## config.mk

```make
export PLATFORM = sky130hd
export DESIGN_NAME = cteb_queue
export DESIGN_NICKNAME = d
export VERILOG_FILES = /design/src/hdl/cteb_queue.sv
export SDC_FILE = /design/constraint.sdc
export NUM_CORES = 1
export LEC_CHECK = 0
export BUFFER_PORTS_ARGS = -buffer_cell sky130_fd_sc_hd__clkbuf_2
export CAP_MARGIN = 20
export CORE_UTILIZATION = 52
export CTS_BUF_LIST = sky130_fd_sc_hd__clkbuf_4
export CTS_CLUSTER_SIZE = 10
export DETAILED_ROUTE_END_ITERATION = 7
export PLACE_DENSITY = 0.79
export SKIP_LAST_GASP = 1
export SYNTH_ARGS = -nofsm -noshare
export SYNTH_HDL_FRONTEND = slang
export SYNTH_SLANG_ARGS = --single-unit
```

## constraint.sdc

```tcl
create_clock -name clk -period 1.6 [get_ports clk]
set_input_delay 0.16 -clock clk [delete_from_list [all_inputs] [get_ports clk]]
set_output_delay 0.16 -clock clk [all_outputs]
set_load 0.05 [all_outputs]
```

## src/hdl/cteb_queue.sv

```systemverilog
`timescale 1ns / 1ps
// ----------------------------------------------------------------------------
// Cursor text edit buffer request queue
// Two-entry FIFO that decouples the command decoder from the memory
// sequencer so that each side can stall on its own.
// ----------------------------------------------------------------------------
module cteb_queue #(
    parameter int DW = 8
) (
    input  logic          clk,
    input  logic          rst_n,
    input  logic          push,
    input  logic [DW-1:0] push_data,
    input  logic          pop,
    output logic          full,
    output logic          not_empty,
    output logic [DW-1:0] head
);
    localparam int Depth = 2;

    logic [DW-1:0] entry_reg [Depth];
    logic          wr_ptr_reg, wr_ptr_next;
    logic          rd_ptr_reg, rd_ptr_next;
    logic [1:0]    count_reg, count_next;

    assign full      = (count_reg == 2'(Depth));
    assign not_empty = (count_reg != 2'd0);
    assign head      = entry_reg[rd_ptr_reg];

    // Pointer and occupancy updates.
    always_comb
    begin
        wr_ptr_next = push ? ~wr_ptr_reg : wr_ptr_reg;
        rd_ptr_next = pop ? ~rd_ptr_reg : rd_ptr_reg;
        count_next  = count_reg + 2'(push) - 2'(pop);
    end

    always_ff @(posedge clk or negedge rst_n)
    begin
        if (!rst_n)
        begin
            wr_ptr_reg <= 1'b0;
            rd_ptr_reg <= 1'b0;
            count_reg  <= 2'd0;
        end
        else
        begin
            wr_ptr_reg <= wr_ptr_next;
            rd_ptr_reg <= rd_ptr_next;
            count_reg  <= count_next;
        end
    end

    // Storage needs no reset.
    always_ff @(posedge clk)
    begin
        if (push)
        begin
            entry_reg[wr_ptr_reg] <= push_data;
        end
    end

endmodule

```

==> impl_results.md <==
- HPWL Detailed: 764 um
- CP max FO: 9
- Largest net degree at the start of global routing: 12
- Clk Latency, worst-skew pair: 280 ps
- Hold WC Path Type: primary input to flop
- Clock H-tree levels: 1
- EDFF count, synth: 16
- Longest Clk Path Bufs: 2
- Via count: 393
- Gr ovfl total: 0
- Final hold slack: 59.1 ps
- Final Hold Fails: 0
- Adder-cell area share of the yosys netlist: 3.09%
- Asr flop ratio synth: 20.0%
- CP Launch Type: flop
- Outcome: complete, no violations
- Worst path slowest cell: dfrtp_2
- Nets: 82
- Die area: 1720 sq um
- Detail-routed via count per cell: 4.79
- CP cell instances: mux2_4, clkbuf_2
- Min-Delay Startpoint: push_data[0]
- Worst R2R Start: count_reg[0]
- Placed Cells: 76
- End of the worst hold path: entry_reg[1][0]
- GRT Util Overall: 14.0%
- # IOs: 22
- Filler Cells Inserted: 92
- Most numerous cell in the Yosys netlist: edfxtp_1
- RSZ-0062 raised after global routing: no
- CTS tree: built
- #FFs+latches synth: 20
- PortBufs: 21
- Area leader, netlist: edfxtp_1
- Logic pwr share: 45.5%
- Post-route insts no fill: 82
- Max-cap violation count: 0
- Critical path class: flop to primary output
- Drt total wl: 1.03 mm
- Netlist cell types: 11
- WL/cell: 12.6 um
- Synth Warn #: 0
- Ys flop type: edfxtp_1
- Post-synthesis mux area share: 14.8%
- FF+latch area: 582 sq um
- Simple-gate portion of the synthesized area: 3.09%
- Max VDD drop: 0.00126 V
- Critical path's largest stage delay: 540 ps
- Synth top cells by count: edfxtp_1 (16), mux2_4 (8), dfrtp_1 (4)
- Vias in the first global route: 373
- Critical Path RT: 1440 ps
- Clock Tree Root: clkbuf_4
- Sequential share of the synthesized area: 71.6%
- CTS sink cnt: 20
- Static leakage power: 0.000441 uW
- Area growth syn-to-layout: 20.8%
- Num rows: 13
- Switching power share of the total: 40.1%
- Int Power: 1160 uW
- Synth top area cells: edfxtp_1 (59%), mux2_4 (15%), dfrtp_1 (12%)
- Worst Clk Skew: 3.99 ps
- Endpoints failing setup: 0
- # diodes: 0
- Slew @ Worst Pin: 370 ps
- Chip width: 41.5 um
- Post-route setup slack: 55.6 ps
- Syn Nets: 54
- Avg Cell Area, Syn: 20.3 sq um
- Die Ht: 41.5 um
- Initial detailed-routing violation count: 1
- Pre-CTS WS: 218 ps
- TritonCTS Buffers: 3
- Worst R2R End: count_reg[1]
- Net Switching: 779 uW
- Hold depth: 1
- Final Slew Violations: 0
- Max Clock Freq: 647 MHz
- Core Box Area: 1380 sq um
- Antenna viol nets, final: 0
- Clk slew on worst S/H paths: 100 ps
- Initial core utilization: 58.6%
- Headroom to the max-slew limit: 75.4%
- Proportion of layout cells with a drive suffix above 1: 55.2%
- Worst Reg-to-Reg Cells: 5
- Crit share post-route: 96.5%
- XOR/XNOR share of the synthesized area: 5.09%
- Top-area cell type share of the netlist area: 59.3%
- Fin util: 70.9%
- Post-Syn Area: 811 sq um
- Fin crit period: 1540 ps
- CP arrival: 1380 ps
- Reg2reg setup slack: 410 ps
- Gpl congestion: 0.651
- Power Density: 1980 nW/um^2
- Area occupied by multi-input gates: 211 sq um
- DR DRC count: 0
- Synth Area in Compound Gates: 0%
- Initial antenna violation count: 0
- DRT Pass-1 Iters: 4
- First-pass GRT wire length: 1.71 mm
- Number of flip-flops in the largest register: 16
- Largest family of logic cells by synthesized area: multiplexers
- Sequential power share: 42.0%
- Share of power burned in the clock network: 12.5%
- Setup TNS: 0 ps
- CP Capture Type: primary output
- Cells after Synth: 40
-- worst max path at each step --
stage                       startpoint  endpoint  slack, ps
after detailed placement    rd_ptr_reg   head[4]        220
after CTS                   rd_ptr_reg   head[4]         40
after floorplan           count_reg[1]      full        360
after global routing        rd_ptr_reg   head[2]          7
final                       rd_ptr_reg   head[4]         60
after global placement      rd_ptr_reg   head[0]        240
-- metal layers --
metal  GRT usage [%]  vias up  routed length (um)
met2            25.0       13                 560
li1                -      199                   -
met3            3.91        2                  44
met4            5.81        0                   7
met1            15.4      179                 419
met5               0        -                   0
-- final cells by class --
type | count | area share, %
Multi-Input combinational cell | 17 | 21.6
Tap cell | 15 | 1.92
Timing Repair Buffer | 24 | 13.3
Sequential cell | 20 | 59.4
Clock buffer | 4 | 3.07
Inverter | 2 | 0.766
-- power groups by stage --
stage / Combinational (uW) / Sequential, uW / Clock [uW]
floorplan: 799 / 761 / 0
global placement: 861 / 820 / 0
detailed placement: 869 / 828 / 0
CTS: 870 / 819 / 252
global route: 923 / 830 / 281
finish: 883 / 815 / 242
-- kinds of logic after synthesis --
kind of cell             count (synthesis)
adder cells (fa/ha/maj)                  2
multiplexers                             8
AND/OR/NAND/NOR                          4
buffers and inverters                    3
XOR/XNOR                                 3
flip-flops                              20
-- through the flow --
stage | cell area, sq um | total power (uW)
after global routing | 980 | 2030
after CTS | 972 | 1940
final | 980 | 1940
after global placement | 931 | 1680
after detailed placement | 931 | 1700
after floorplan | 811 | 1560
-- cells in the final DEF (no fill, tap or decap) --
cell and instances:
clkbuf_2 21, edfxtp_1 16, mux2_4 8, clkbuf_4 4, dfrtp_1 3, inv_1 2, nor2b_1 2, xor2_1 2
ha_1 2, buf_4 2, xor3_1 1, or2_2 1, and2_1 1, dlygate4sd3_1 1, dfrtp_2 1
-- worst max-delay path, delay by kind of cell (launching register included) --
kind,cells,cell delay [ps]
buf+inv,1,240
flops,1,540
mux,1,330
-- repair_timing --
item	CTS	global route
resized for setup	1	0
endpoints found under the hold margin	4	0
hold buffers	1	0
buffers inserted	0	1
setup endpoints to repair	8	5
pin swaps	0	0
(Power assumes the default switching activity.)
