**src/hdl/cteb_pkg.sv**
```systemverilog
`timescale 1ns / 1ps
// ----------------------------------------------------------------------------
// Cursor text edit buffer package
// Command codes, operation kinds and the request record that travels from
// the command decoder through the queue to the memory sequencer.
// ----------------------------------------------------------------------------
package cteb_pkg;

    // Command codes on the input channel.
    localparam logic [2:0] CMD_INSERT    = 3'd0;
    localparam logic [2:0] CMD_LEFT      = 3'd1;
    localparam logic [2:0] CMD_RIGHT     = 3'd2;
    localparam logic [2:0] CMD_BACKSPACE = 3'd3;
    localparam logic [2:0] CMD_READ      = 3'd4;

    // Field widths fixed by the interface.
    localparam int CharW = 8;
    localparam int PosW  = 10;
    localparam int CntW  = 11;

    // Memory work that one request needs in the back end.
    typedef enum logic [1:0] {
        OP_NONE,
        OP_WRITE,
        OP_MOVE,
        OP_READ
    } op_kind_t;

    // Back end sequencer states.
    typedef enum logic {
        BK_IDLE,
        BK_DATA
    } back_state_t;

    // Classified request: memory work plus the precomputed result fields.
    typedef struct packed {
        op_kind_t              kind;
        logic [CharW-1:0]      wr_data;
        logic [CntW-1:0]       cursor_pos;
        logic [CntW-1:0]       text_length;
        logic                  ignored;
    } req_info_t;

endpackage

```
**src/hdl/cteb_front.sv**
```systemverilog
`timescale 1ns / 1ps
// ----------------------------------------------------------------------------
// Cursor text edit buffer front end
// Holds the cursor and length counts, classifies each accepted command and
// works out its memory addresses and result fields ahead of the back end.
// ----------------------------------------------------------------------------
module cteb_front #(
    parameter int CAPACITY = 1024
) (
    input  logic                                  clk,
    input  logic                                  rst_n,
    input  logic                                  push,
    input  logic [2:0]                            command,
    input  logic [cteb_pkg::CharW-1:0]            char_in,
    input  logic [cteb_pkg::PosW-1:0]             read_pos,
    output cteb_pkg::req_info_t                   info,
    output logic [$clog2(CAPACITY)-1:0]           rd_addr,
    output logic [$clog2(CAPACITY)-1:0]           wr_addr
);
    import cteb_pkg::*;

    localparam int AW = $clog2(CAPACITY);
    localparam int CW = $clog2(CAPACITY + 1);
    localparam int PW = ((CW > PosW) ? CW : PosW) + 1;
    localparam int XW = (CW > CntW) ? CW : CntW;

    logic [CW-1:0] front_reg, front_next;
    logic [CW-1:0] back_reg, back_next;
    logic [CW-1:0] len;
    logic [CW-1:0] len_next;
    logic [PW-1:0] pos_x;
    logic [PW-1:0] len_x;
    logic [PW-1:0] front_x;
    logic [PW-1:0] tail_addr;
    logic [XW-1:0] front_ext;
    logic [XW-1:0] len_ext;
    op_kind_t      kind;
    logic          ign;

    assign len     = front_reg + back_reg;
    assign pos_x   = PW'(read_pos);
    assign len_x   = PW'(len);
    assign front_x = PW'(front_reg);
    // A position past the cursor maps into the top part: pos + (CAPACITY - len).
    assign tail_addr = pos_x + PW'(CAPACITY) - len_x;

    // Classify the command and compute the counts it leaves.
    always_comb
    begin
        kind       = OP_NONE;
        ign        = 1'b0;
        rd_addr    = '0;
        wr_addr    = '0;
        front_next = front_reg;
        back_next  = back_reg;
        unique case (command)
            CMD_INSERT:
            begin
                if (len == CW'(CAPACITY))
                begin
                    ign = 1'b1;
                end
                else
                begin
                    kind       = OP_WRITE;
                    wr_addr    = front_reg[AW-1:0];
                    front_next = front_reg + CW'(1);
                end
            end
            CMD_LEFT:
            begin
                if (front_reg == '0)
                begin
                    ign = 1'b1;
                end
                else
                begin
                    kind       = OP_MOVE;
                    rd_addr    = AW'(front_reg - CW'(1));
                    wr_addr    = AW'(CW'(CAPACITY - 1) - back_reg);
                    front_next = front_reg - CW'(1);
                    back_next  = back_reg + CW'(1);
                end
            end
            CMD_RIGHT:
            begin
                if (back_reg == '0)
                begin
                    ign = 1'b1;
                end
                else
                begin
                    kind       = OP_MOVE;
                    rd_addr    = AW'(CW'(CAPACITY) - back_reg);
                    wr_addr    = front_reg[AW-1:0];
                    front_next = front_reg + CW'(1);
                    back_next  = back_reg - CW'(1);
                end
            end
            CMD_BACKSPACE:
            begin
                if (front_reg == '0)
                begin
                    ign = 1'b1;
                end
                else
                begin
                    front_next = front_reg - CW'(1);
                end
            end
            CMD_READ:
            begin
                if (pos_x < front_x)
                begin
                    kind    = OP_READ;
                    rd_addr = AW'(pos_x);
                end
                else if (pos_x < len_x)
                begin
                    kind    = OP_READ;
                    rd_addr = AW'(tail_addr);
                end
                else
                begin
                    ign = 1'b1;
                end
            end
            default:
            begin
                ign = 1'b1;
            end
        endcase
    end

    assign len_next  = front_next + back_next;
    assign front_ext = XW'(front_next);
    assign len_ext   = XW'(len_next);

    // Result fields travel with the request.
    always_comb
    begin
        info.kind        = kind;
        info.wr_data     = char_in;
        info.cursor_pos  = front_ext[CntW-1:0];
        info.text_length = len_ext[CntW-1:0];
        info.ignored     = ign;
    end

    // Count registers advance on every accepted request.
    always_ff @(posedge clk or negedge rst_n)
    begin
        if (!rst_n)
        begin
            front_reg <= '0;
            back_reg  <= '0;
        end
        else if (push)
        begin
            front_reg <= front_next;
            back_reg  <= back_next;
        end
    end

endmodule

```
**config.mk**
```make
export PLATFORM = sky130hd
export DESIGN_NAME = cteb_front
export DESIGN_NICKNAME = d
export VERILOG_FILES = /design/src/hdl/cteb_pkg.sv /design/src/hdl/cteb_front.sv
export SDC_FILE = /design/constraint.sdc
export NUM_CORES = 1
export LEC_CHECK = 0
export ABC_CLOCK_PERIOD_IN_PS = 6500
export BUFFER_PORTS_ARGS = -buffer_cell sky130_fd_sc_hd__buf_2
export CORE_ASPECT_RATIO = 0.9
export CORE_UTILIZATION = 55
export CTS_BUF_LIST = sky130_fd_sc_hd__clkbuf_8
export CTS_CLUSTER_SIZE = 10
export DETAILED_ROUTE_END_ITERATION = 16
export PLACE_DENSITY_LB_ADDON = 0.05
export SYNTH_ARGS = -nofsm -noshare
export SYNTH_HDL_FRONTEND = slang
export SYNTH_SLANG_ARGS = --single-unit
```
**constraint.sdc**
```tcl
create_clock -name clk -period 6.5 [get_ports clk]
set_input_delay 0.65 -clock clk [delete_from_list [all_inputs] [get_ports clk]]
set_output_delay 0.65 -clock clk [all_outputs]
set_load 0.05 [all_outputs]
```
==> impl_metrics.py, run 1 <==
metrics = {
    "timing": {
        "slew_viol_final": 0,
        "worst_pin_slew_ns": 0.749,
        "whs_ns": 0.360,
        "worst_slack_ns": 0.217,
        "slew_headroom": 0.497,
        "tns_ns": 0,
        "timing.final.crit_period_ns": 6.28,
        "finalCritPeriodShare": 0.967,
        "rsz0062_at_grt": "no",
        "max_freq_ghz": 0.159,
        "setup_violations": 0,
        "fin_skew_ns": 0.00849,
        "hold_viol": 0,
    },
    "synthesis": {
        "avgSynthCellArea_um2": 7.36,
        "synth_edf_count": 0,
        "yosysSeqAreaShare": 0.125,
        "synth_top_cell_by_area": "ha_1",
        "netlist_area_mm2": 0.00440,
        "ys_ff_latch": 22,
        "ys_top_cells_by_count": "nand2_1 (56), nor2_1 (49), ha_1 (48)",
        "synth_area_leaders": "ha_1 (14%), dfrtp_1 (13%), xnor2_1 (6.2%)",
        "synthCells": 597,
        "ys_dominant_reg_cell": "dfrtp_1",
        "synth_top_area_frac": 0.137,
        "ys.warnings.count": 0,
        "synth_most_common_cell": "nand2_1",
        "async_flop_share": 1.00,
        "synth_cell_types": 84,
        "syn-num-nets": 672,
    },
    "clock_tree": {
        "insertion_delay_ns": 0.29,
        "clockBufferDepth": 2,
        "clkTransAtPathRegs_ns": 0.10,
        "cts_tree": "done",
        "cts_root_buf": "clkbuf_8",
        "h-tree-depth": 1,
        "numCtsBuffers": 3,
        "clock-sinks": 22,
    },
    "grt": {
        "grt_max_degree": 30,
        "antenna_found_initial": 0,
        "grt_pass1_vias": 4565,
        "grt_pass1_wl_um": 23700,
        "grt-ovfl-total": 0,
        "grt_util_all_layers": 0.374,
    },
    "critical_path": {
        "crit_arrival_ns": 5.63,
        "crit_slowest_cell": "dfrtp_2",
        "critPathRequiredTime_ns": 5.85,
        "slowest_delay_ns": 0.48,
        "cpMostUsedCell": "a21oi_1",
        "worst_setup_path_end_kind": "output port",
        "critPathKind": "reg2out",
        "setup.worst_path.start_class": "flop",
        "critPathMaxFanout": 9,
        "path_cells": "ha_1 > inv_1 > fa_1 > nor2b_2 > o2111a_1 > or4_4 > a22oi_2 > nand4_1 > or2_2 > and3_1 > nor3_2 > inv_1 > ha_1 > a21o_1 > a21oi_1 > o21ai_0 > a21oi_1 > o21bai_1 > a21oi_1 > o21bai_1 > a21oi_1 > xnor2_1 > buf_2",
    },
    "floorplanning": {
        "die_area_mm2": 0.00836,
        "die_x_um": 96.2,
        "dieHeight_um": 86.8,
        "core_region_area_mm2": 0.00766,
        "initial_core_util": 0.574,
        "num_io_pins": 77,
        "rows": 30,
    },
    "place": {
        "dp_cells": 737,
        "dp_hpwl_um": 11900,
        "gp_congestion": 0.943,
        "io_buffers": 60,
        "dpl_worst_slack_ns": 0.258,
    },
    "routing": {
        "drc_errors": 0,
        "vias_per_cell": 6.68,
        "drt_pass1_iterations": 5,
        "wirelength_um": 15200,
        "antenna_left": 0,
        "num_vias": 4948,
        "drt_iter0_markers": 590,
        "wire_per_inst_um": 20.5,
    },
    "power_and_ir_drop": {
        "p_comb_frac": 0.871,
        "p_int_w": 0.00111,
        "pwr-share-clk": 0.040,
        "ir_drop_v": 0.000574,
        "swShare": 0.612,
        "power.density_mw_per_mm2": 584,
        "p_seq_frac": 0.090,
        "p_switching_w": 0.00175,
        "leakagePower_nw": 2.23,
    },
    "cells_and_area": {
        "antennaDiodeCount": 0,
        "area_delta_synth_final_pct": 11.5,
        "instances_no_fill": 741,
        "drive_above_1_share": 0.216,
        "fin_nets": 721,
        "fillers": 727,
    },
    "status": {
        "status": "completed",
    },
    "hold_path": {
        "hp-class": "in2async",
    },
    "flow_run": {
        "maxCapViolations": 0,
    },
}
## cells in the final DEF (no fill, tap or decap), drive strengths merged, types with 9 or more instances in the layout
| cell type | Yosys | layout |
|---|---|---|
| a21o | 15 | 15 |
| a21oi | 48 | 48 |
| buf | 26 | 86 |
| dfrtp | 22 | 22 |
| ha | 48 | 48 |
| inv | 34 | 34 |
| nand2 | 58 | 58 |
| nand3 | 17 | 17 |
| nor2 | 50 | 50 |
| nor2b | 10 | 10 |
| nor3 | 18 | 18 |
| o21ai | 42 | 42 |
| o221ai | 9 | 9 |
| o22ai | 13 | 13 |
| xnor2 | 31 | 31 |
| xor2 | 9 | 9 |
## metal layers
| layer | vias up | global-route usage | share of wire |
|---|---|---|---|
| met2 | 342 | 0.613 | 0.44 |
| met3 | 51 | 0.0535 | 0.10 |
| met5 | - | 0 | 0 |
| li1 | 2280 | - | - |
| met1 | 2275 | 0.508 | 0.43 |
| met4 | 0 | 0.107 | 0.025 |
## cells by family (layout without fill, tap and decap cells)
logic type / count (synthesis) / count (layout) / synth area share
and+or+nand+nor: 200 / 200 / 0.229
AOI/OAI and AO/OA: 197 / 197 / 0.310
buffers and inverters: 78 / 126 / 0.0822
adders and majority gates: 51 / 51 / 0.150
xor gates and xnor gates: 40 / 40 / 0.0797
DFF: 22 / 22 / 0.125
muxes: 9 / 9 / 0.0230
## final timing paths
check	from	end	slack (ns)	cells after the start
setup / recovery	front_reg[0]$_DFFE_PN0P_	info[10]	0.22	23
hold / removal	rst_n	back_reg[5]$_DFFE_PN0P_	0.36	1
max in group asynchronous	rst_n	front_reg[0]$_DFFE_PN0P_	5.70	1
setup reg to reg	front_reg[0]$_DFFE_PN0P_	front_reg[8]$_DFFE_PN0P_	2.96	13
min in group clk	front_reg[4]$_DFFE_PN0P_	front_reg[4]$_DFFE_PN0P_	0.65	2
hold reg to reg	front_reg[4]$_DFFE_PN0P_	front_reg[4]$_DFFE_PN0P_	0.65	2
## worst max-delay path, delay by kind of cell, from the launching register on
family / cells / cell delay [ns]
flops: 1 / 0.48
simple gates: 6 / 1.72
fa+ha+maj: 3 / 0.76
xor+xnor: 1 / 0.13
compound gates: 10 / 1.76
buf+inv: 3 / 0.46
## area by class of cell
cell class / count / area (um^2) / area share
clock buffer: 4 / 55.1 / 0.0112
inverter: 36 / 135 / 0.0276
multi-input combinational: 497 / 3540 / 0.722
sequential: 22 / 553 / 0.113
tap: 96 / 120 / 0.0245
timing repair buffer: 86 / 498 / 0.102
## power by group through the flow
stage	Clock, W	Sequential, W	Combinational (W)
finish	0.000113	0.000257	0.00249
global route	0.000114	0.000263	0.00270
CTS	0.000114	0.000251	0.00243
detailed placement	0	0.000253	0.00241
global placement	0	0.000251	0.00237
floorplan	0	0.000224	0.00192
## per-stage QoR
stage | power [W] | area [um^2] | utilization
CTS | 0.00279 | 4860 | 0.635
detailed placement | 0.00266 | 4800 | 0.627
global placement | 0.00263 | 4800 | 0.627
global route | 0.00308 | 4900 | 0.640
finish | 0.00286 | 4900 | 0.640
floorplan | 0.00214 | 4400 | -
## timing repair
| action | CTS | global route |
|---|---|---|
| setup endpoints to repair | 1 | 3 |
| endpoints found under the hold margin | 0 | 0 |
| buffers inserted | 0 | 0 |
| pin swaps | 0 | 1 |
| gates resized for setup | 2 | 18 |
| hold buffers | 0 | 0 |
Power figures use the tool's default switching activity.
==> run 2, diff against run 1 <==
--- a/config.mk
+++ b/config.mk
@@ -5,10 +5,10 @@
 export SDC_FILE = /design/constraint.sdc
 export NUM_CORES = 1
 export LEC_CHECK = 0
-export ABC_CLOCK_PERIOD_IN_PS = 6500
+export ABC_CLOCK_PERIOD_IN_PS = 5300
 export BUFFER_PORTS_ARGS = -buffer_cell sky130_fd_sc_hd__buf_2
 export CORE_ASPECT_RATIO = 0.9
-export CORE_UTILIZATION = 55
+export CORE_UTILIZATION = 54
 export CTS_BUF_LIST = sky130_fd_sc_hd__clkbuf_8
 export CTS_CLUSTER_SIZE = 10
 export DETAILED_ROUTE_END_ITERATION = 16
==> constraint.sdc (replaced) <==
create_clock -name clk -period 5.3 [get_ports clk]
set_input_delay 0.53 -clock clk [delete_from_list [all_inputs] [get_ports clk]]
set_output_delay 0.53 -clock clk [all_outputs]
set_load 0.05 [all_outputs]
==> run 2 against run 1 <==
  * The run now ends with negative setup slack left
  * Worst setup slack worse by 0.63 ns
  * Clock skew is 0.0037 ns lower
  * Critical path depth is 1 higher
  * Routed wire length is 14% higher
  * Total power is 51% higher
  * Via count is 9.0% higher
  * Global-route usage is 1.6 points higher
  * Combinational power is 57% higher
  * Die area is 1.8% higher
  * Largest cell class unchanged
  * Largest power group unchanged
==> impl_metrics.py, run 2 (synthesis gave the netlist of run 1 again) <==
metrics = {
    "critical_path": {
        "path_cells": "ha_4 > inv_2 > fa_2 > nor2b_4 > o2111a_1 > or4_4 > a22oi_2 > nand4_1 > or2_4 > buf_6 > and3_4 > nor3_4 > inv_2 > ha_4 > a21o_1 > a21oi_2 > o21ai_2 > a21oi_2 > o21bai_1 > a21oi_2 > o21bai_1 > a21oi_2 > xnor2_4 > buf_6",
        "r2r_start": "back_reg[0]$_DFFE_PN0P_",
        "crit_arrival_ns": 5.18,
        "worst_setup_path_end_kind": "output port",
        "critPathRequiredTime_ns": 4.77,
        "critPathKind": "reg2out",
        "crit_family": "compound AO/OA/AOI/OAI gates",
        "critPathMaxFanout": 3,
        "cpMostUsedCell": "a21oi_2",
        "cp-startpoint": "back_reg[0]$_DFFE_PN0P_",
        "setup.worst_path.start_class": "flop",
        "worst-path-buf-inv": 4,
        "slowest_delay_ns": 0.44,
        "crit_slowest_cell": "or4_4",
    },
    "grt": {
        "grt_pass1_vias": 5099,
        "grt_max_degree": 30,
        "antenna_found_initial": 0,
        "grt_util_all_layers": 0.390,
        "grt_pass1_wl_um": 26200,
        "grt-ovfl-total": 0,
    },
    "routing": {
        "wirelength_um": 17400,
        "num_vias": 5393,
        "drc_errors": 0,
        "vias_per_cell": 6.51,
        "wire_per_inst_um": 21.0,
        "drt_pass1_iterations": 5,
        "drt_iter0_markers": 665,
        "antenna_left": 0,
    },
    "floorplanning": {
        "die_x_um": 97.1,
        "die_area_mm2": 0.00851,
        "dieHeight_um": 87.6,
        "initial_core_util": 0.571,
        "rows": 30,
        "core_region_area_mm2": 0.00769,
        "num_io_pins": 77,
    },
    "timing": {
        "hold_viol": 0,
        "slew_viol_final": 0,
        "finalCritPeriodShare": 1.08,
        "rsz0062_at_grt": "yes",
        "timing.final.crit_period_ns": 5.71,
        "worst_slack_ns": -0.413,
        "worst_pin_slew_ns": 0.657,
        "fin_skew_ns": 0.00482,
        "max_freq_ghz": 0.175,
        "slew_headroom": 0.562,
        "setup_violations": 6,
    },
    "power_and_ir_drop": {
        "totalPowerFinal_w": 0.00432,
        "leakagePower_nw": 2.74,
        "power.density_mw_per_mm2": 732,
        "ir_drop_v": 0.000776,
    },
    "place": {
        "dpl-instance-area_mm2": 0.00533,
        "dpl_worst_slack_ns": -0.323,
        "dp_cells": 793,
        "gp_congestion": 0.982,
        "dp_hpwl_um": 12800,
        "io_buffers": 60,
    },
    "cells_and_area": {
        "drive_above_1_share": 0.367,
        "mostFrequentLayoutCell": "buf_4",
        "fin_nets": 808,
        "utilization": 0.767,
        "design_area_mm2": 0.00591,
        "area_delta_synth_final_pct": 34.3,
        "fillers": 547,
        "antennaDiodeCount": 0,
        "layout_common_cells": "buf_4 (110), nand2_1 (54), buf_2 (54), nor2_1 (48), ha_1 (40)",
        "instances_no_fill": 828,
    },
    "hold_path": {
        "hp-class": "in2async",
    },
    "status": {
        "violations": "negative setup slack",
        "status": "finished, violations left",
    },
    "clock_tree": {
        "cts_tree": "done",
        "clkTransAtPathRegs_ns": 0.10,
        "clockBufferDepth": 2,
        "insertion_delay_ns": 0.28,
        "numCtsBuffers": 3,
        "h-tree-depth": 1,
        "cts_root_buf": "clkbuf_8",
        "cts_hold_buf": 0,
        "clock-sinks": 22,
    },
    "flow_run": {
        "maxCapViolations": 0,
    },
}
## run 2: metal layers
metal / global-route usage / share of wire / up-vias
li1: - / - / 2447
met1: 0.508 / 0.39 / 2467
met2: 0.679 / 0.46 / 411
met3: 0.0407 / 0.11 / 68
met4: 0.141 / 0.039 / 0
met5: 0 / 0 / -
## run 2: path summary, 6_finish.rpt
path	end	slack, ns	depth (start not counted)
worst max-delay path	info[10]	-0.41	24
worst min-delay path	back_reg[6]$_DFFE_PN0P_	0.26	1
worst max register to register	front_reg[8]$_DFFE_PN0P_	1.71	15
worst min register to register	front_reg[4]$_DFFE_PN0P_	0.66	3
max in group asynchronous	front_reg[0]$_DFFE_PN0P_	4.60	1
min in group clk	front_reg[4]$_DFFE_PN0P_	0.66	3
## run 2: area by class of cell
| cell class | instances | area (um^2) | area share |
|---|---|---|---|
| multi-input combinational | 497 | 3840 | 0.650 |
| timing repair buffer | 173 | 1200 | 0.203 |
| sequential | 22 | 552 | 0.0934 |
| inverter | 36 | 140 | 0.0237 |
| tap | 96 | 120 | 0.0203 |
| clock buffer | 4 | 55.1 | 0.00932 |
## run 2: what timing repair did
action / 4_1_cts / 5_1_grt
hold endpoints to repair: 0 / 0
cloned: 0 / 0
gates resized for setup: 34 / 33
endpoints found under the setup margin: 6 / 7
setup buffers: 14 / 18
pin swaps: 26 / 31
## run 2: power breakdown
group	leakage, nW	switching [W]	internal (W)	total [W]
combinational	2.44	0.00231	0.00159	0.00390
sequential	0.281	0.0000608	0.000225	0.000285
clock	0.0288	0.0000708	0.0000667	0.000138
## run 2: metrics by stage
step	TNS (ns)	hold slack (ns)
2_1_floorplan	-0.330	0.234
5_1_grt	-2.16	0.292
4_1_cts	-0.760	0.260
3_5_place_dp	-0.664	0.568
3_3_place_gp	-0.405	0.558
6_report	-1.30	0.256
==> run 3, diff against run 2 <==
--- a/config.mk
+++ b/config.mk
@@ -5,6 +5,7 @@
 export SDC_FILE = /design/constraint.sdc
 export NUM_CORES = 1
 export LEC_CHECK = 0
+export ABC_AREA = 1
 export ABC_CLOCK_PERIOD_IN_PS = 5300
 export BUFFER_PORTS_ARGS = -buffer_cell sky130_fd_sc_hd__buf_2
 export CORE_ASPECT_RATIO = 0.9
==> run 3 against run 2 <==
  * The flow now finishes without violations
  * Non-clock buffer count is 89 lower
  * Critical path depth increased by 4
  * Sequential power fell by 9.1%
  * Final cell count grew 15%
  * Total power down 51%
  * Die area grew 8.4%
  * Register-to-register slack improved by 0.36 ns
  * Synthesized area up 8.6%
  * Cell area shrank 7.4%
  * Clock power is 25% higher
  * Critical endpoint unchanged
==> impl_metrics.py, run 3 <==
metrics = {
    "cells_and_area": {
        "utilization": 0.638,
        "fin_nets": 908,
        "layout_common_cells": "nand2_1 (199), inv_1 (90), nor2_1 (57), buf_2 (57), nand3_1 (51)",
        "design_area_mm2": 0.00547,
        "area_delta_synth_final_pct": 14.5,
        "fillers": 866,
        "mostFrequentLayoutCell": "nand2_1",
        "antennaDiodeCount": 0,
        "drive_above_1_share": 0.206,
    },
    "synthesis": {
        "ys_ff_latch": 22,
        "ys.warnings.count": 0,
        "avgSynthCellArea_um2": 6.15,
        "synthCells": 777,
        "async_flop_share": 1.00,
        "synth_most_common_cell": "nand2_1",
        "ys_dominant_reg_cell": "dfrtp_1",
        "synth_top_cell_by_area": "nand2_1",
        "synth_edf_count": 0,
        "synth_area_leaders": "nand2_1 (16%), ha_1 (13%), dfrtp_1 (12%)",
        "synth_top_area_frac": 0.159,
        "netlist_area_mm2": 0.00478,
        "yosysSeqAreaShare": 0.115,
        "ys_top_cells_by_count": "nand2_1 (202), inv_1 (94), nor2_1 (58)",
        "synth_cell_types": 50,
        "syn-num-nets": 852,
    },
    "grt": {
        "grt_pass1_wl_um": 26400,
        "grt_pass1_vias": 4996,
        "grt_util_all_layers": 0.371,
        "grt-ovfl-total": 0,
        "grt_max_degree": 29,
        "antenna_found_initial": 0,
    },
    "critical_path": {
        "setup.worst_path.start_class": "flop",
        "crit_arrival_ns": 4.59,
        "slowest_delay_ns": 0.46,
        "worst-path-buf-inv": 6,
        "cpMostUsedCell": "nand2_1",
        "critPathRequiredTime_ns": 4.77,
        "crit_family": "simple AND/OR/NAND/NOR gates",
        "critPathKind": "reg2out",
        "critPathMaxFanout": 5,
        "worst_setup_path_end_kind": "output port",
        "crit_slowest_cell": "dfrtp_2",
    },
    "timing": {
        "slew_headroom": 0.484,
        "hold_viol": 0,
        "fin_skew_ns": 0.0189,
        "setup_violations": 0,
        "finalCritPeriodShare": 0.967,
        "max_freq_ghz": 0.195,
        "slew_viol_final": 0,
        "timing.final.crit_period_ns": 5.12,
        "tns_ns": 0,
        "worst_pin_slew_ns": 0.774,
    },
    "status": {
        "status": "completed",
    },
    "hold_path": {
        "hp-class": "in2async",
    },
    "floorplanning": {
        "die_area_mm2": 0.00922,
        "rows": 32,
        "die_x_um": 101,
        "dieHeight_um": 91.2,
        "core_region_area_mm2": 0.00857,
        "initial_core_util": 0.557,
        "num_io_pins": 77,
    },
    "routing": {
        "num_vias": 5661,
        "drt_iter0_markers": 663,
        "drc_errors": 0,
        "met3_length_um": 1740,
        "wire_per_inst_um": 17.9,
        "met1_length_um": 7480,
        "drt_pass1_iterations": 6,
        "vias_per_cell": 5.95,
        "wirelength_um": 17100,
        "dr_wl_met2_um": 7180,
        "antenna_left": 0,
        "top_layer": "met4",
    },
    "clock_tree": {
        "clock-sinks": 22,
        "h-tree-depth": 1,
        "insertion_delay_ns": 0.29,
        "clkTransAtPathRegs_ns": 0.11,
        "cts_root_buf": "clkbuf_8",
        "numCtsBuffers": 3,
        "cts_tree": "done",
        "clockBufferDepth": 2,
        "cts_hold_buf": 0,
    },
    "place": {
        "io_buffers": 60,
        "dpl-instance-area_mm2": 0.00515,
        "gp_congestion": 0.940,
        "dp_hpwl_um": 13400,
    },
    "flow_run": {
        "maxCapViolations": 0,
    },
    "power_and_ir_drop": {
        "ir_drop_v": 0.000351,
        "leakagePower_nw": 2.85,
        "power.density_mw_per_mm2": 389,
        "totalPowerFinal_w": 0.00213,
    },
}
==> run 3: cell count changes after synthesis, sizes merged, moves of 15 or more <==
cell and delta:
nand2 +159, inv +75, nand3 +40, xnor2 -25, xor2 +24, nor2 +16
a21o -15, o211ai +15
==> run 3: what timing repair did <==
| item | 4_1_cts | 5_1_grt |
|---|---|---|
| pin swaps | 1 | 13 |
| cloned | 0 | 1 |
| gates resized for setup | 7 | 32 |
| endpoints found under the setup margin | 4 | 6 |
| setup buffers | 1 | 10 |
==> run 3: cell families (layout without fill, tap and decap cells) <==
group | after synthesis | after routing | synth area share
flops | 22 | 22 | 0.115
fa+ha+maj | 51 | 51 | 0.138
compound gates | 138 | 138 | 0.172
buf+inv | 144 | 198 | 0.128
xor+xnor | 39 | 39 | 0.0715
simple gates | 383 | 384 | 0.375
==> run 3: layout make-up <==
cell class                 count  area, um^2  share of cell area
clock buffer                   3        41.3             0.00755
clock inverter                 1        30.0             0.00549
inverter                     110         413              0.0755
multi-input combinational    612        3780               0.691
sequential                    22         554               0.101
tap                          119         149              0.0272
timing repair buffer          84         499              0.0913
==> run 3: power by group <==
part           total (W)  internal, W  leakage, nW  switching (W)
Sequential      0.000259     0.000199        0.274      0.0000606
Clock           0.000172     0.000101       0.0357      0.0000708
Combinational    0.00169     0.000534         2.54        0.00116
==> run 3: metal layers <==
metal  GRT usage  vias to the layer above
met3      0.0454                       48
met2       0.552                      355
met5           0                        -
li1            -                     2681
met4       0.141                        0
met1       0.538                     2577
==> run 3: worst paths after layout <==
kind	startpoint	end	slack [ns]	depth (start not counted)
worst max-delay path	back_reg[0]$_DFFE_PN0P_	info[10]	0.18	28
worst min-delay path	rst_n	front_reg[8]$_DFFE_PN0P_	0.25	1
worst max register to register	back_reg[0]$_DFFE_PN0P_	front_reg[0]$_DFFE_PN0P_	2.07	17
worst min register to register	back_reg[1]$_DFFE_PN0P_	back_reg[1]$_DFFE_PN0P_	0.60	2
max in group asynchronous	rst_n	back_reg[0]$_DFFE_PN0P_	4.57	1
min in group clk	back_reg[1]$_DFFE_PN0P_	back_reg[1]$_DFFE_PN0P_	0.60	2
==> run 3: metrics by stage <==
step	hold slack (ns)	setup WS, ns	instances
finish	0.249	0.177	951
global route	0.267	-0.0621	951
global placement	0.568	0.383	935
detailed placement	0.573	0.154	935
CTS	0.257	0.0115	940
floorplan	0.234	0.150	777
